==> config.mk <==
export PLATFORM = sky130hd
export DESIGN_NAME = gf2n_multiply_and_inverse_unit
export DESIGN_NICKNAME = d
export VERILOG_FILES = /design/src/design/gmi_pkg.sv /design/src/design/gmi_ctrl.sv /design/src/design/gmi_dpath.sv /design/src/design/gf2n_multiply_and_inverse_unit.sv
export VERILOG_INCLUDE_DIRS = /design/src /design/src/design
export SDC_FILE = /design/constraint.sdc
export NUM_CORES = 1
export LEC_CHECK = 0
export BUFFER_PORTS_ARGS = -buffer_cell sky130_fd_sc_hd__buf_2
export CAP_MARGIN = 20
export CELL_PAD_IN_SITES_DETAIL_PLACEMENT = 1
export CELL_PAD_IN_SITES_GLOBAL_PLACEMENT = 1
export CORE_MARGIN = 2
export CORE_UTILIZATION = 40
export CTS_CLUSTER_SIZE = 25
export DETAILED_ROUTE_END_ITERATION = 10
export PLACE_DENSITY = 0.74
export SLEW_MARGIN = 30
export SYNTH_ARGS = -nofsm -noshare
export SYNTH_HDL_FRONTEND = slang
export SYNTH_SLANG_ARGS = --single-unit
==> constraint.sdc <==
create_clock -name clk -period 4.7 [get_ports clk]
set_clock_uncertainty 0.15 [all_clocks]
set_input_delay 0 -clock clk [delete_from_list [all_inputs] [get_ports clk]]
set_output_delay 0 -clock clk [all_outputs]
set_load 0.05 [all_outputs]
==> src/design/gf2n_multiply_and_inverse_unit_macros.svh <==
// Assertion macros for the GF(2^n) arithmetic unit.
`ifndef GF2N_MULTIPLY_AND_INVERSE_UNIT_MACROS_SVH
`define GF2N_MULTIPLY_AND_INVERSE_UNIT_MACROS_SVH
`ifndef ASSERT_OFF
`define GMI_ASSERT_IMP(lbl, clk, rst, ante, cons) \
  lbl: assert property (@(posedge clk) disable iff (rst) (ante) |-> (cons)) \
    else $error("gmi assertion failed");
`define GMI_ASSERT_NXT(lbl, clk, rst, ante, cons) \
  lbl: assert property (@(posedge clk) disable iff (rst) (ante) |=> (cons)) \
    else $error("gmi assertion failed");
`else
`define GMI_ASSERT_IMP(lbl, clk, rst, ante, cons)
`define GMI_ASSERT_NXT(lbl, clk, rst, ante, cons)
`endif
`endif

==> src/design/gmi_pkg.sv <==
`default_nettype none
package gmi_pkg;

  typedef struct packed {
    logic [1:0]  func;
    logic [31:0] operand_a;
    logic [31:0] operand_b;
  } req_t;

  typedef struct packed {
    logic [62:0] result;
    logic        bad_modulus;
  } rsp_t;

  typedef enum logic [1:0] {
    FUNC_CLMUL = 2'd0,
    FUNC_RMUL  = 2'd1,
    FUNC_INV   = 2'd2
  } func_t;

  typedef enum logic [2:0] {
    ST_IDLE,
    ST_ALIGN,
    ST_DIV,
    ST_ROT,
    ST_MUL,
    ST_DONE
  } state_t;

  typedef struct packed {
    logic load;
    logic load_inv;
    logic align;
    logic div;
    logic rot;
    logic mul;
    logic mul_reduce;
    logic out_load;
    logic out_zero;
    logic out_from_u;
    logic out_bad;
  } cmd_t;

  typedef struct packed {
    logic bad;
    logic d_zero;
    logic d_top;
    logic s_zero;
    logic mul_last;
  } sts_t;

  localparam int          MOD_W         = 33;
  localparam logic [32:0] MODULUS_RESET = 33'h11B;
  localparam int          CFG_AW        = 3;
  localparam int          CFG_DW        = 64;
  localparam logic [2:0]  ADDR_MODULUS  = 3'd0;

endpackage
`default_nettype wire

==> src/design/gmi_ctrl.sv <==
`default_nettype none
module gmi_ctrl (
  input  wire logic          clk,
  input  wire logic          rst,
  input  wire logic          req_valid,
  input  wire logic [1:0]    req_func,
  output logic               req_stall,
  input  wire logic          rsp_stall,
  output logic               rsp_valid,
  input  wire gmi_pkg::sts_t sts,
  output gmi_pkg::cmd_t      cmd
);

  gmi_pkg::state_t state;
  gmi_pkg::state_t state_next;
  logic [1:0]      op;
  logic            bad;
  logic            out_valid;
  logic            accept;
  logic            out_free;

  assign req_stall = (state != gmi_pkg::ST_IDLE);
  assign accept    = req_valid && !req_stall;
  assign out_free  = !out_valid || !rsp_stall;
  assign rsp_valid = out_valid;

  always_ff @(posedge clk) begin
    if (rst) begin
      state     <= gmi_pkg::ST_IDLE;
      out_valid <= 1'b0;
    end else begin
      state <= state_next;
      if (cmd.out_load) begin
        out_valid <= 1'b1;
      end else if (out_valid && !rsp_stall) begin
        out_valid <= 1'b0;
      end
    end
  end

  always_ff @(posedge clk) begin
    if (accept) begin
      op  <= req_func;
      bad <= sts.bad;
    end
  end

  always_comb begin
    state_next = state;
    case (state)
      gmi_pkg::ST_IDLE: begin
        if (accept) begin
          if (sts.bad || !(req_func inside {gmi_pkg::FUNC_CLMUL, gmi_pkg::FUNC_RMUL,
                                            gmi_pkg::FUNC_INV})) begin
            state_next = gmi_pkg::ST_DONE;
          end else if (req_func == gmi_pkg::FUNC_CLMUL) begin
            state_next = gmi_pkg::ST_MUL;
          end else begin
            state_next = gmi_pkg::ST_ALIGN;
          end
        end
      end
      gmi_pkg::ST_ALIGN: begin
        if (sts.d_zero) begin
          state_next = gmi_pkg::ST_DONE;
        end else if (sts.d_top) begin
          state_next = gmi_pkg::ST_DIV;
        end
      end
      gmi_pkg::ST_DIV: begin
        if (sts.s_zero) begin
          state_next = (op == gmi_pkg::FUNC_RMUL) ? gmi_pkg::ST_MUL : gmi_pkg::ST_ROT;
        end
      end
      gmi_pkg::ST_ROT: begin
        state_next = gmi_pkg::ST_ALIGN;
      end
      gmi_pkg::ST_MUL: begin
        if (sts.mul_last) begin
          state_next = gmi_pkg::ST_DONE;
        end
      end
      gmi_pkg::ST_DONE: begin
        if (out_free) begin
          state_next = gmi_pkg::ST_IDLE;
        end
      end
      default: begin
        state_next = gmi_pkg::ST_IDLE;
      end
    endcase
  end

  always_comb begin
    cmd            = '0;
    cmd.load_inv   = (req_func == gmi_pkg::FUNC_INV);
    cmd.mul_reduce = (op == gmi_pkg::FUNC_RMUL);
    cmd.out_zero   = bad || !(op inside {gmi_pkg::FUNC_CLMUL, gmi_pkg::FUNC_RMUL,
                                         gmi_pkg::FUNC_INV});
    cmd.out_from_u = (op == gmi_pkg::FUNC_INV);
    cmd.out_bad    = bad;
    case (state)
      gmi_pkg::ST_IDLE:  cmd.load     = accept;
      gmi_pkg::ST_ALIGN: cmd.align    = !sts.d_zero;
      gmi_pkg::ST_DIV:   cmd.div      = 1'b1;
      gmi_pkg::ST_ROT:   cmd.rot      = 1'b1;
      gmi_pkg::ST_MUL:   cmd.mul      = 1'b1;
      gmi_pkg::ST_DONE:  cmd.out_load = out_free;
      default: begin
        cmd.load = 1'b0;
      end
    endcase
  end

endmodule
`default_nettype wire

==> src/design/gmi_dpath.sv <==
`default_nettype none
module gmi_dpath #(
  parameter int MAX_DEGREE = 32
) (
  input  wire logic                       clk,
  input  wire gmi_pkg::cmd_t              cmd,
  input  wire logic [gmi_pkg::MOD_W-1:0]  modulus,
  input  wire gmi_pkg::req_t              req,
  output gmi_pkg::sts_t                   sts,
  output gmi_pkg::rsp_t                   rsp
);

  localparam int W  = MAX_DEGREE + 1;
  localparam int SW = $clog2(W);
  localparam int PW = 2 * MAX_DEGREE - 1;

  logic [W-1:0]          f;
  logic [W-1:0]          aw;
  logic [W-1:0]          x;
  logic [W-1:0]          d;
  logic [W-1:0]          u;
  logic [W-1:0]          v;
  logic [W-1:0]          t;
  logic [MAX_DEGREE-1:0] b;
  logic [PW-1:0]         acc;
  logic [SW-1:0]         s;
  logic [SW-1:0]         p;
  logic [SW-1:0]         n;
  logic [W-1:0]          pw;
  logic [PW-1:0]         acc_next;

  assign f  = modulus[W-1:0];
  assign aw = W'(req.operand_a[MAX_DEGREE-1:0]);

  assign sts.bad      = (f[W-1:1] == '0);
  assign sts.d_zero   = (d == '0);
  assign sts.d_top    = d[W-1];
  assign sts.s_zero   = (s == '0);
  assign sts.mul_last = (s == SW'(MAX_DEGREE - 1));

  // shift-and-add product, reduced one degree a step when asked
  always_comb begin
    pw = {acc[W-2:0], 1'b0};
    if (pw[n]) begin
      pw = pw ^ f;
    end
    if (b[MAX_DEGREE-1]) begin
      pw = pw ^ x;
    end
    if (cmd.mul_reduce) begin
      acc_next = PW'(pw);
    end else begin
      acc_next = {acc[PW-2:0], 1'b0} ^ (b[MAX_DEGREE-1] ? PW'(x) : '0);
    end
  end

  always_ff @(posedge clk) begin
    if (cmd.load) begin
      s   <= '0;
      b   <= req.operand_b[MAX_DEGREE-1:0];
      acc <= '0;
      u   <= '0;
      t   <= '0;
      if (cmd.load_inv) begin
        x <= f;
        d <= aw;
        v <= W'(1);
      end else begin
        x <= aw;
        d <= f;
        v <= '0;
      end
    end else if (cmd.align) begin
      if (!d[W-1]) begin
        d <= {d[W-2:0], 1'b0};
        s <= s + 1'b1;
      end else begin
        p <= SW'(W - 1);
        n <= SW'(W - 1) - s;
      end
    end else if (cmd.div) begin
      // quotient bits arrive top first, so q * v builds up Horner style
      t <= {t[W-2:0], 1'b0} ^ (x[p] ? v : '0);
      if (x[p]) begin
        x <= x ^ d;
      end
      if (s != '0) begin
        d <= {1'b0, d[W-1:1]};
        p <= p - 1'b1;
        s <= s - 1'b1;
      end
    end else if (cmd.rot) begin
      x <= d;
      d <= x;
      u <= v;
      v <= u ^ t;
      t <= '0;
    end else if (cmd.mul) begin
      acc <= acc_next;
      b   <= {b[MAX_DEGREE-2:0], 1'b0};
      s   <= s + 1'b1;
    end
  end

  always_ff @(posedge clk) begin
    if (cmd.out_load) begin
      rsp.bad_modulus <= cmd.out_bad;
      if (cmd.out_zero) begin
        rsp.result <= '0;
      end else if (cmd.out_from_u) begin
        rsp.result <= 63'(u);
      end else begin
        rsp.result <= 63'(acc);
      end
    end
  end

endmodule
`default_nettype wire

==> src/design/gf2n_multiply_and_inverse_unit.sv <==
// GF(2^n) multiply and inverse unit.
// Request channel (req_valid/req_stall/req): func, operand_a, operand_b. A request
// is taken when req_valid is high and req_stall low; one request is worked at a time.
// Response channel (rsp_valid/rsp_stall/rsp): result and bad_modulus, one per request.
// The response sits in an output register, so a new request is taken while it waits.
// Modulus register at byte address 0 of the APB port, 64-bit data, reset to 0x11B.
// Sequence from the accepting edge to rsp_valid:
//   plain multiply: one operand bit a cycle through the shift-add unit.
//   reduced multiply: operand_a is first reduced by the modulus, then multiplied as above.
//   inverse: repeated Euclid divisions, each done by the serial align/divide loop
//   and followed by a swap of the remainder and coefficient pairs.
//   bad modulus or unused code: straight to the response; zero operand for inverse: ends at align.
// Reset clears the controller and drops any response; the modulus returns to 0x11B.
// A stalled response holds; the next finished request then waits inside, with
// further requests stalled, until the held response is taken.
`default_nettype none
`include "gf2n_multiply_and_inverse_unit_macros.svh"
module gf2n_multiply_and_inverse_unit #(
  parameter int MAX_DEGREE = 32
) (
  input  wire logic                        clk,
  input  wire logic                        rst,
  input  wire logic                        req_valid,
  output logic                             req_stall,
  input  wire gmi_pkg::req_t               req,
  output logic                             rsp_valid,
  input  wire logic                        rsp_stall,
  output gmi_pkg::rsp_t                    rsp,
  input  wire logic                        psel,
  input  wire logic                        penable,
  input  wire logic                        pwrite,
  input  wire logic [gmi_pkg::CFG_AW-1:0]  paddr,
  input  wire logic [gmi_pkg::CFG_DW-1:0]  pwdata,
  output logic [gmi_pkg::CFG_DW-1:0]       prdata,
  output logic                             pready
);

  logic [gmi_pkg::MOD_W-1:0] modulus;
  gmi_pkg::cmd_t             cmd;
  gmi_pkg::sts_t             sts;

  assign pready = 1'b1;
  assign prdata = (paddr == gmi_pkg::ADDR_MODULUS) ? gmi_pkg::CFG_DW'(modulus) : '0;

  always_ff @(posedge clk) begin
    if (rst) begin
      modulus <= gmi_pkg::MODULUS_RESET;
    end else if (psel && penable && pwrite && pready && paddr == gmi_pkg::ADDR_MODULUS) begin
      modulus <= pwdata[gmi_pkg::MOD_W-1:0];
    end
  end

  gmi_ctrl u_ctrl (
    .clk       (clk),
    .rst       (rst),
    .req_valid (req_valid),
    .req_func  (req.func),
    .req_stall (req_stall),
    .rsp_stall (rsp_stall),
    .rsp_valid (rsp_valid),
    .sts       (sts),
    .cmd       (cmd)
  );

  gmi_dpath #(
    .MAX_DEGREE (MAX_DEGREE)
  ) u_dpath (
    .clk     (clk),
    .cmd     (cmd),
    .modulus (modulus),
    .req     (req),
    .sts     (sts),
    .rsp     (rsp)
  );

  `GMI_ASSERT_NXT(a_busy_after_req, clk, rst, req_valid && !req_stall, req_stall)
  `GMI_ASSERT_IMP(a_no_overwrite, clk, rst, cmd.out_load, !rsp_valid || !rsp_stall)
  `GMI_ASSERT_IMP(a_div_nonzero, clk, rst, cmd.div, !sts.d_zero)
  `GMI_ASSERT_IMP(a_bad_zero, clk, rst, rsp_valid && rsp.bad_modulus, rsp.result == '0)

endmodule
`default_nettype wire

### After elaboration in Yosys (flattened, before gate mapping)

Cells that the tools add are included.
W data, S select, Z words.

| word-level totals | value |
|---|---|
| register bits | 382 |
| bits of input ports | 140 |

| cells by class | value |
|---|---|
| add/sub/neg operators | 4 |
| magnitude comparators | 2 |
| equal/unequal tests | 25 |
| mux-type cells | 64 |
| bitwise logic cells | 10 |
| reductions and logical operators | 47 |

Operators with widths:

| operator | count |
|---|---|
| $mux W33 | 25 |
| $xor A33 B33 Y33 | 5 |
| $mux W32 | 5 |
| $mux W63 | 1 |
| $xor A63 B33 Y63 | 1 |
| $mux W6 | 10 |
| $logic_not A33 Y1 | 1 |
| $logic_not A32 Y1 | 1 |
| $mux W3 | 9 |
| $pmux W3 S6 | 1 |
| $reduce_and A4 Y1 | 4 |
| $reduce_and A3 Y1 | 5 |
| $reduce_bool A3 Y1 | 5 |
| $lt A6 B7 Y1 const B | 2 |
| $bmux W1 S6 | 2 |
| $ne A2 B1 Y1 const B | 6 |
| $ne A3 B1 Y1 const B | 4 |
| $reduce_bool A2 Y1 | 6 |
| $sub A6 B1 Y6 const B | 2 |
| $mux W1 | 11 |
| $add A6 B1 Y6 const B | 1 |
| $eq A3 B2 Y1 const B | 2 |
| $eq A3 B3 Y1 const B | 2 |
| $eq A6 B5 Y1 const B | 1 |
| other kinds (19) | 40 |

### Logic depth before layout (Yosys ltp)

| logic depth | value |
|---|---|
| word-level depth | 7 |
| mapped depth | 10 |
| gate-level depth less buffers | 8 |

### Hierarchy

A second synthesis with hierarchy kept.

| unflattened totals | value |
|---|---|
| cells, all modules | 1923 |
| area total of the unflattened synthesis | 19826.5 um^2 |

Modules (own cells, without submodules):

| module | times used | cells each | area an instance (um^2) |
|---|---|---|---|
| gmi_dpath | 1 | 1652 | 17332.9 |
| gf2n_multiply_and_inverse_unit | 1 | 215 | 1978.1 |
| gmi_ctrl | 1 | 56 | 515.5 |

### Least setup slack after synthesis

No wires, ideal clock.

| path | value |
|---|---|
| kind | reg2reg |
| start | reg u_ctrl.state[0] |
| end | reg, netlist name u_dpath.rsp[0] |
| setup time | 0.507 ns |
| data arrival time | 3.835 ns |
| data required time | 4.043 ns |
| setup slack | 0.208 ns |
| stages on the path, launching flop included | 4 |
| period minus slack after synthesis | 4.492 ns |
| path through | dfxtp_1 > clkbuf_1 > nand3b_1 > a21oi_1 |

RTL lines:

| what | line | source |
|---|---|---|
| from (decl) | gmi_ctrl.sv:14 | `gmi_pkg::state_t state;` |
| from (signal assigned) | gmi_ctrl.sv:29 | `state <= gmi_pkg::ST_IDLE;` |
| from (signal assigned) | gmi_ctrl.sv:32 | `state <= state_next;` |

### Worst setup path in the final report

| path | value |
|---|---|
| start | reg u_dpath.p[0] |
| end | reg u_dpath.x[7], enable pin |

| between the ends | value |
|---|---|
| cells in the longest elaborated chain, start to end | 4 |

Ends and longest elaborated chain:

| what | line | source |
|---|---|---|
| from (decl) | gmi_dpath.sv:27 | `logic [SW-1:0] p;` |
| from (signal assigned) | gmi_dpath.sv:78 | `p <= SW'(W - 1);` |
| from (signal assigned) | gmi_dpath.sv:89 | `p <= p - 1'b1;` |
| $bmux W1 S6 | gmi_dpath.sv:84 | `if (x[p]) begin` |
| $mux W1 (implied by the code) | gmi_dpath.sv:84 |  |
| $ne A3 B1 Y1 (no source line) | -- |  |
| $reduce_and A3 Y1 (no source line) | -- |  |
| to (signal assigned) | gmi_dpath.sv:69 | `x <= aw;` |
| to (signal assigned) | gmi_dpath.sv:85 | `x <= x ^ d;` |
| to (decl) | gmi_dpath.sv:19 | `logic [W-1:0] x;` |

No other way between the ends. The select of a mux whose other input is x is not followed.
A chain may end at the register's enable or synchronous reset.

==> results.md <==
* Slew Viols, Final at 0
* Initial core utilization at 0.405
* CTS tree: done
* GR peak layer: met2
* Cell with the most instances after synthesis: nand2_1
* Hold Fails Final Rpt at 0
* Number of placement rows at 80
* Vias per cell at ~5.7
* Clock root cell: clkbuf_16
* Vias in the first global route at 17,900
* Fmax at approximately 290 MHz
* Global-route wire length before repair at roughly 100,000 um
* M2 GR Usage at 0.438
* Post-route insts no fill at approximately 3,000
* Top-area cell type share of the netlist area at 0.327
* Register share of total power at 0.409
* YS warnings at 0
* Drt pass-1 iters at 5
* Synthesis-stage register bit count at ~380
* Worst hold path class: in2reg
* Maxcap violations at 0
* Die Wd at 224 um
* CP Buf/Inv Count at 2
* Total die area at 50,000 um^2
* Syn_area_per_cell at between 9 and 10 um^2
* Largest net degree at the start of global routing at 105
* Sw frac at 0.387
* Max IR drop VDD at 0.295 mV
* Share of post-route cells with drive strength above 1 at 0.148
* Synth unique cells at 65
* Worst path arrival time at 3.54 ns
* Global route total overflow at 0
* Critical Path Fanout Max at 33
* Vias at 17,000
* Top cells by instance count after synthesis: nand2_1, edfxtp_1, a21oi_1, dfxtp_1, clkbuf_1
* Clock sinks at 382
* Critical path class: reg2reg
* Die Ht at 224 um
* M3 GR Usage at 0.0432
* Post-DP Area at 20,600 um^2
* Final wirelength at roughly 64,000 um
* Final net count at 2,491
* Post-synth ARST share at 0
* RSZ-0062 raised after global routing: false
* Register area share after synthesis at 0.505
* Slowest CP cell: edfxtp_1
* DR WL/cell at 21.5 um
* I/O Pins at 271
* Compound-Gate Fraction of Synth Area at 0.150
* Final total power at roughly 14,000 uW
* Post-CTS sizing at 0
* Initial antenna violation count at 4
* Shortest period the worst path allows at between 3 and 4 ns
* Core area at 47,600 um^2
* Power Density at 590 nW/um^2
* DP Wirelength at slightly below 40,000 um
* CTS Buf Count at 43
* CP startpoint kind: flip-flop
* Area contributors post-synth: edfxtp_1, dfxtp_1, nand2_1
* RePlAce Congestion at 0.831
* Least-Margin Pin Slew at 0.906 ns
* Worst-Skew Late Latency at 0.58 ns
* Largest family of logic cells by synthesized area: simple AND/OR/NAND/NOR gates
* Ys flop type: edfxtp_1
* Mux cell area share after synthesis at 0.0362
* Crit end category: flip-flop
* Reg clk slew, reported paths at 0.06 ns
* Worst-case clock buffer depth at 3
* Outcome: completed
* # H-tree levels at 2
* Dpl cells at between 2,000 and 3,000
* Most frequent CP cell: buf_4
* Critical Path RT at 4.80 ns
* Adder-cell share of the synthesized area at 0.00259
* Port buffer count at 207
* Internal power at around 8500 uW
* Worst slew margin at 0.394
* Post-synthesis xor/xnor area fraction at 0.0631
* Post-synth EDFFs at 210
* DRC viols at 0
* Area growth from synthesis to layout at 22.1%
* Final Cycle Share at 0.731
* Mapped cell area at approximately 19,000 um^2
* CP cell instances: mux4_1, mux2_2, nand4b_2, o311ai_4, buf_4, nor2_1, a21oi_4, buf_4
* Final setup fails at 0
* Antenna Nets Post-Route at 0
* Synth area leader: edfxtp_1
* Sw Pwr at 5380 uW
* Iter 0 DRT Violations at 1,236
* Crit path max-delay family: multiplexers
* Lkg Pwr at 0.00865 uW
* Critical path's largest stage delay at roughly 0.75 ns
* Design area at 23,600 um^2
* GRT Util Overall at 0.255
* Clock share of power at 0.258
* Combinational share of power at 0.333
* GR Util met1 at 0.322
* Post-Syn Instances at 2,074
* Post-route setup TNS at 0 ns
* Simple-Gate Fraction of Synth Area at 0.192
metrics by stage:
step           worst slack, ns  hold WS [ns]  utilization
2_1_floorplan            0.208       -0.0511            -
3_3_place_gp              1.33        0.0639        0.432
3_5_place_dp              1.25        0.0690        0.432
4_1_cts                   1.21        0.0501        0.494
5_1_grt                   1.05        0.0981        0.495
6_report                  1.26        0.0943        0.495
worst min-delay path, stage by stage:
cell,delay (ns)
dlygate4sd3_1,0.53
buf_2,0.10
nand2_1,0.04
nand2_1,0.05
area by class of cell:
cell class	instances	area, um^2
Antenna cell	3	7.51
Clock buffer	61	1230
Clock inverter	17	243
Fill cell	5430	24100
Inverter	8	35.0
Multi-Input combinational cell	1526	8780
Sequential cell	382	9750
Tap cell	615	769
Timing Repair Buffer	386	2760
per-layer routing:
layer	share of wire	routed length [um]
met1	0.42	27200
met2	0.49	31600
met3	0.054	3470
met4	0.034	2190
met5	0.00020	13
cell usage in the layout (no fill, tap or decap), drive strengths merged, types with 6 or more instances in the layout:
cell type | synthesis | layout
nand3b | 41 | 41
o21ai | 136 | 136
mux2i | 38 | 38
inv | 8 | 8
dlygate4sd3 | 0 | 149
a21oi | 199 | 199
a22oi | 30 | 30
clkinv | 0 | 10
nand4 | 8 | 8
and2 | 66 | 66
dfxtp | 172 | 172
a31oi | 68 | 68
nand3 | 76 | 76
nand2 | 444 | 444
nor2 | 92 | 92
buf | 51 | 237
edfxtp | 210 | 210
nand2b | 37 | 37
bufinv | 0 | 6
nor4 | 15 | 15
a221oi | 32 | 32
conb | 2 | 32
xor2 | 37 | 37
mux4 | 12 | 12
xnor2 | 102 | 102
clkbuf | 137 | 61
nor3 | 9 | 9
logic make-up (layout without fill, tap and decap cells):
kind of cell,count (synthesis),in the layout
AO/OA/AOI/OAI,491,491
XOR/XNOR,139,139
adder cells (fa/ha/maj),4,4
buffers and inverters,196,472
flip-flops,382,382
multiplexers,52,52
other,2,35
AND/OR/NAND/NOR,808,808
power by group through the flow:
stage               combinational [uW]  clock, uW  sequential [uW]
detailed placement                4460          0             5710
finish                            4630       3590             5680
global route                      5110       3770             5760
CTS                               4610       3640             5640
floorplan                         3290          0             5490
global placement                  4230          0             5660
final timing paths:
path / slack, ns / start / cells past startpoint / to
setup / recovery: 1.26 / u_dpath.p[0] / 8 / u_dpath.x[7]
hold / removal: 0.09 / req[28] / 4 / u_dpath.b[28]
setup reg to reg: 1.26 / u_dpath.p[0] / 8 / u_dpath.x[7]
hold reg to reg: 0.31 / u_dpath.acc[51] / 2 / u_dpath.acc[51]
registers in the layout (all words and copies together) (netlist names), 2 cells and up:
signal	count
modulus	33
u_ctrl.op	2
u_ctrl.state	3
u_dpath.acc	63
u_dpath.b	32
u_dpath.d	33
u_dpath.n	6
u_dpath.p	6
u_dpath.rsp	64
u_dpath.s	6
u_dpath.t	33
u_dpath.u	33
u_dpath.v	33
u_dpath.x	33
timing repair:
item | 4_1_cts | 5_1_grt
endpoints found under the hold margin | 161 | 0
hold buffers | 149 | 0
buffers inserted | 0 | 0
Power figures use the tool's default switching activity.
